**src/sv/tdpc_pkg.sv**
```systemverilog
package tdpc_pkg;

    localparam int COORD_W   = 32;
    localparam int PLANE_W   = 31;
    localparam int COLOR_W   = 24;
    localparam int MAG_W     = 33;              // magnitude of a coordinate difference
    localparam int DIFF_W    = 34;              // signed plane/z difference
    localparam int DIV_STEPS = MAG_W;           // quotient bits, one per cycle
    localparam int DCNT_W    = $clog2(DIV_STEPS);
    localparam int TDATA_W   = 9 * COORD_W + COLOR_W;   // 312, whole bytes

    localparam logic CFG_NEAR = 1'b0;
    localparam logic CFG_FAR  = 1'b1;

    typedef struct packed {
        logic signed [COORD_W-1:0] z;
        logic signed [COORD_W-1:0] y;
        logic signed [COORD_W-1:0] x;
    } t_vtx;

    typedef t_vtx [2:0] t_tri;

    typedef enum logic [3:0] {
        ST_IDLE,
        ST_CLASS,
        ST_MUL0,
        ST_DIV0,
        ST_MUL1,
        ST_DIV1,
        ST_WRITE,
        ST_NEXT,
        ST_EMIT
    } t_state;

    typedef struct packed {
        logic load_in;      // take a new triangle, start near stage
        logic mul;          // form products for one edge cut
        logic sel;          // which cut: 0 edge odd-f0, 1 edge odd-f1
        logic div_step;     // one quotient bit
        logic write;        // store the stage's triangles
        logic next_s1;      // load next near-stage triangle into far stage
        logic emit_adv;     // result transaction done
    } t_cmd;

    typedef struct packed {
        logic need_cut;     // one or two vertices outside
        logic div_last;     // final quotient bit this cycle
        logic more_s1;      // a near-stage triangle waits for the far stage
        logic res_any;      // at least one result stored
        logic emit_last;    // current result is the final one
    } t_status;

endpackage

```
**src/sv/tdpc_ctrl.sv**
```systemverilog
module tdpc_ctrl (
    input  logic              i_clk,
    input  logic              i_rst_n,
    input  logic              i_in_valid,
    input  logic              i_out_ready,
    input  tdpc_pkg::t_status i_status,
    output tdpc_pkg::t_cmd    o_cmd,
    output logic              o_in_ready,
    output logic              o_out_valid
);

    tdpc_pkg::t_state r_state, n_state;

    always_ff @(posedge i_clk) begin
        if (!i_rst_n) begin
            r_state <= tdpc_pkg::ST_IDLE;
        end else begin
            r_state <= n_state;
        end
    end

    always_comb begin
        n_state = r_state;
        unique case (r_state)
            tdpc_pkg::ST_IDLE: begin
                if (i_in_valid) n_state = tdpc_pkg::ST_CLASS;
            end
            tdpc_pkg::ST_CLASS: begin
                n_state = i_status.need_cut ? tdpc_pkg::ST_MUL0 : tdpc_pkg::ST_WRITE;
            end
            tdpc_pkg::ST_MUL0: n_state = tdpc_pkg::ST_DIV0;
            tdpc_pkg::ST_DIV0: begin
                if (i_status.div_last) n_state = tdpc_pkg::ST_MUL1;
            end
            tdpc_pkg::ST_MUL1: n_state = tdpc_pkg::ST_DIV1;
            tdpc_pkg::ST_DIV1: begin
                if (i_status.div_last) n_state = tdpc_pkg::ST_WRITE;
            end
            tdpc_pkg::ST_WRITE: n_state = tdpc_pkg::ST_NEXT;
            tdpc_pkg::ST_NEXT: begin
                if (i_status.more_s1) begin
                    n_state = tdpc_pkg::ST_CLASS;
                end else if (i_status.res_any) begin
                    n_state = tdpc_pkg::ST_EMIT;
                end else begin
                    n_state = tdpc_pkg::ST_IDLE;
                end
            end
            tdpc_pkg::ST_EMIT: begin
                if (i_out_ready && i_status.emit_last) n_state = tdpc_pkg::ST_IDLE;
            end
            default: n_state = tdpc_pkg::ST_IDLE;
        endcase
    end

    always_comb begin
        o_cmd       = '0;
        o_in_ready  = 1'b0;
        o_out_valid = 1'b0;
        unique case (r_state)
            tdpc_pkg::ST_IDLE: begin
                o_in_ready    = 1'b1;
                o_cmd.load_in = i_in_valid;
            end
            tdpc_pkg::ST_MUL0: o_cmd.mul = 1'b1;
            tdpc_pkg::ST_DIV0: o_cmd.div_step = 1'b1;
            tdpc_pkg::ST_MUL1: begin
                o_cmd.mul = 1'b1;
                o_cmd.sel = 1'b1;
            end
            tdpc_pkg::ST_DIV1: begin
                o_cmd.div_step = 1'b1;
                o_cmd.sel      = 1'b1;
            end
            tdpc_pkg::ST_WRITE: o_cmd.write = 1'b1;
            tdpc_pkg::ST_NEXT: o_cmd.next_s1 = i_status.more_s1;
            tdpc_pkg::ST_EMIT: begin
                o_out_valid    = 1'b1;
                o_cmd.emit_adv = i_out_ready;
            end
            default: ;
        endcase
    end

endmodule

```
**config.mk**
```make
export PLATFORM = sky130hd
export DESIGN_NAME = tdpc_ctrl
export DESIGN_NICKNAME = d
export VERILOG_FILES = /design/src/sv/tdpc_pkg.sv /design/src/sv/tdpc_ctrl.sv
export SDC_FILE = /design/constraint.sdc
export NUM_CORES = 1
export LEC_CHECK = 0
export ABC_AREA = 1
export BUFFER_PORTS_ARGS = -buffer_cell sky130_fd_sc_hd__buf_2
export CAP_MARGIN = 0
export CORE_AREA = 2 2 39 41
export CTS_CLUSTER_SIZE = 24
export DETAILED_ROUTE_END_ITERATION = 10
export DIE_AREA = 0 0 41 43
export PLACE_DENSITY_LB_ADDON = 0.08
export SETUP_SLACK_MARGIN = 0.02
export SLEW_MARGIN = 10
export SYNTH_ARGS = -nofsm -noshare
export SYNTH_HDL_FRONTEND = slang
export SYNTH_SLANG_ARGS = --single-unit
```
**constraint.sdc**
```tcl
create_clock -name i_clk -period 2 [get_ports i_clk]
set_input_delay 0 -clock i_clk [delete_from_list [all_inputs] [get_ports i_clk]]
set_output_delay 0 -clock i_clk [all_outputs]
set_load 0.01 [all_outputs]
```
# == Word level (Yosys, flattened, before mapping) ==
# Cells that the tools add are included.
# totals
register_bits,4
latchBits,0
ram_bits,0
romBits,0
output_inout_bits,9
elab_cells,36
mem_count,0
# classes
add_sub_neg,0
n_mul,0
n_div,0
magnitude_cmp,0
eq_ne,12
shift,0
muxes,17
bitwise_logic,0
n_reduce_logical,6
# ops
cell,count
$pmux 4 s9,1
$mux 4,6
$eq 4x3->1 const B,4
$mux 1,9
$eq 4x2->1 const B,2
$ne 2x2->1 const B,4
$reduce_or 2->1,3
$eq 4x1->1 const B,1
$eq 4x4->1 const B,1
$logic_not 4->1,1
$reduce_and 4->1,1
$mux 3,1
$logic_and 1x1->1,1

# == Longest topological paths before layout ==
# logic_depth
depth_word,3
depth_mapped,7
ltp_nobuf,7

# == Worst setup path before layout ==
# No wires, ideal clock.
# synth_timing
path_type,reg2reg
from,register r_state[2]
to,register r_state[0]
setup_ps,66
t_arrival_ps,1004
setup_slack_ps,930
path_stages_with_launch,7
n_path_buf,0
synth_period_minus_slack_ps,1070
path_cell_list,dfxtp_1 > inv_2 > nor2_4 > inv_2 > o21ai_2 > nand2_2 > a21oi_2
# synth_via
elab_chain_cells,3
elab_cells_between_ends,15
cone_classes,12 x eq/ne; 1 x mux; 2 x reduce/logical
# synth_lines
element,line,rtl
start: declaration,tdpc_ctrl.sv:12,"tdpc_pkg::t_state r_state, n_state;"
start signal: assignment,tdpc_ctrl.sv:16,r_state <= tdpc_pkg::ST_IDLE;
start signal: assignment,tdpc_ctrl.sv:18,r_state <= n_state;
"$eq 4x4->1, or another cell as far along",tdpc_ctrl.sv:24,unique case (r_state)
$ne 2x2->1 (no source line),n/a,
$reduce_and 4->1 (no source line),n/a,
# Parallel ways exist; a longest one is shown, timed or not.
# A chain may end at the register's enable or synchronous reset.

==> impl_metrics.tcl <==
set metrics [dict create \
    clk_pin_slew_worst_paths_ns 0.04 \
    r2r_cells 7 \
    synth_most_common_cell "nand2_1" \
    cts.repair.resized 0 \
    io_buffers 17 \
    post_cts_buffers 0 \
    timing.rr.start "r_state[1]" \
    setup_tns_ns 0 \
    reg2reg_to "r_state[0]" \
    wirelength_um 922 \
    yosys_warnings 0 \
    drv_cap 0 \
    antenna_found_initial 0 \
    ys.flop_type "dfxtp_1" \
    clk_path_buf_depth 2 \
    vdd_drop_max_mv 0.422 \
    root_buffer "clkbuf_4" \
    period_needed_ns 1.27 \
    synth_edf_count 0 \
    dr.pass1.iters 5 \
    worstSetupStartpointType "flop" \
    die_h_um 43 \
    max_slew.worst_pin.slew_ns 0.263 \
    cts.sinks 4 \
    ys_seq_elements 4 \
    via_per_inst 4.55 \
    yosysTopAreaCell "dfxtp_1" \
    synth_common_cells "nand2_1, inv_1, nor2_1" \
    syn2layout_area_growth_pct 35.1 \
    remaining_drc_errors 0 \
    synth_top_area_share_pct 22.0 \
    critPathMaxFanout 7 \
    largest_register "r_state" \
    min_path_type "in -> reg" \
    fmaxAchievable_mhz 786 \
    synth.net_count 72 \
    seq_area_frac_synth_pct 22.0 \
    reg_top3 "r_state x4" \
    multi_input_area_um2 231 \
    async_reset_ff_share_pct 0 \
    fillers 158 \
    ff_latch_area_um2 80.1 \
    status "finished clean" \
    die_w_um 41 \
    antenna_cells 0 \
    rsz0062_at_grt "no" \
    synth_cell_types 18 \
    start_util_pct 26.3 \
    tritoncts "built" \
    arrival_ns 1.27 \
    p_per_area_nw_per_um2 1200 \
    via_count 450 \
    fin_crit_sh_pct 63.6 \
    ios 18 \
    setup_viol 0 \
    syn_area_per_cell_um2 5.78 \
    cp-end-kind "output port" \
    gp_congestion 0.835 \
    grt_max_degree 8 \
    hold_buffers 0 \
    grt-ovfl-total 0 \
    postRouteAntennaNets 0 \
    clock_skew_ns 0.000952 \
    crit_end "o_cmd[3]" \
    wl_per_cell_um 9.31 \
    reg2reg_slack_ns 0.81 \
    netlist_area_um2 364 \
    core_area_um2 1380 \
    numCtsBuffers 3 \
    grt_usage_pct 12.1 \
    leakagePower_nw 0.287 \
    grt_pass1_vias 415 \
    power_mw 0.590 \
    required_ns 2.00 \
    netlist_instances 63 \
    largest_reg_flops 4 \
    grt_pass1_wl_mm 1.46 \
    synthTopCellsByArea "dfxtp_1, nand2_1, inv_1, nor2_1, nand3_1" \
    final_nets 94 \
    slew_headroom_pct 82.4 \
    dieArea_um2 1760 \
    crit_path_start "r_state[1]" \
    hold_viol 0 \
    row_count 14 \
    worstSetupPathType "reg -> out" \
    dp_hpwl_um 767 \
    drv_slew 0 \
    first_iter_violations 8 \
    htree_levels 1 \
    clock_latency_ns 0.23 \
    drive_gt1_share_pct 36.1 \
]
[power by group]
group / internal (mW) / switching (mW) / total (mW)
registers: 0.104 / 0.0356 / 0.140
logic: 0.128 / 0.225 / 0.353
clock network: 0.0670 / 0.0307 / 0.0976
[cells in the final DEF, fill, tap and decap left out, drive strengths merged]
cell	Yosys	final
a21oi	4	4
a22oi	1	1
buf	0	17
clkbuf	0	3
dfxtp	4	4
inv	14	14
nand2	16	16
nand3	6	6
nand4	1	1
nor2	12	12
nor3	1	1
o211ai	1	1
o21ai	3	3
[cell type report]
class | count | area share, %
Timing Repair Buffer | 17 | 17.3
Multi-Input combinational cell | 45 | 47.1
Clock buffer | 3 | 4.58
Sequential cell | 4 | 16.3
Tap cell | 16 | 4.07
Inverter | 14 | 10.7
[worst min path at each step]
stage           startpoint  cells past startpoint          to
2_1_floorplan  i_out_ready                      2    o_cmd[0]
3_3_place_gp       i_rst_n                      3  r_state[0]
3_5_place_dp       i_rst_n                      3  r_state[0]
4_1_cts            i_rst_n                      3  r_state[0]
5_1_grt            i_rst_n                      3  r_state[0]
6_report           i_rst_n                      3  r_state[0]
[cells by family after synthesis]
group                  share of synthesized area [%]
DFF                                             22.0
and+or+nand+nor                                 47.8
AOI/OAI and AO/OA                               15.8
buffers and inverters                           14.4
[critical path: stages (launching register included)]
cell	delay [ns]
dfxtp_1	0.44
nand2_1	0.14
inv_1	0.12
nand2_1	0.10
o21ai_2	0.09
buf_2	0.15
[metrics by stage]
stage	hold slack, ns	util [%]	instances	worst slack (ns)	cell area (um^2)
2_1_floorplan	0.0871	-	63	0.930	364
3_3_place_gp	0.288	33.9	96	0.777	469
3_5_place_dp	0.282	33.9	96	0.836	469
4_1_cts	0.0380	35.5	99	0.729	492
5_1_grt	0.0584	35.5	99	0.655	492
6_report	0.0473	35.5	99	0.728	492
[routing by layer]
layer	part of all wire, %	up-vias	global-route usage, %
li1	-	238	-
met3	6.5	2	4.71
met5	0	-	0
met1	44	195	12.5
met2	48	15	20.0
met4	1.5	0	6.00
No activity file was read; power rests on OpenSTA's default activity.
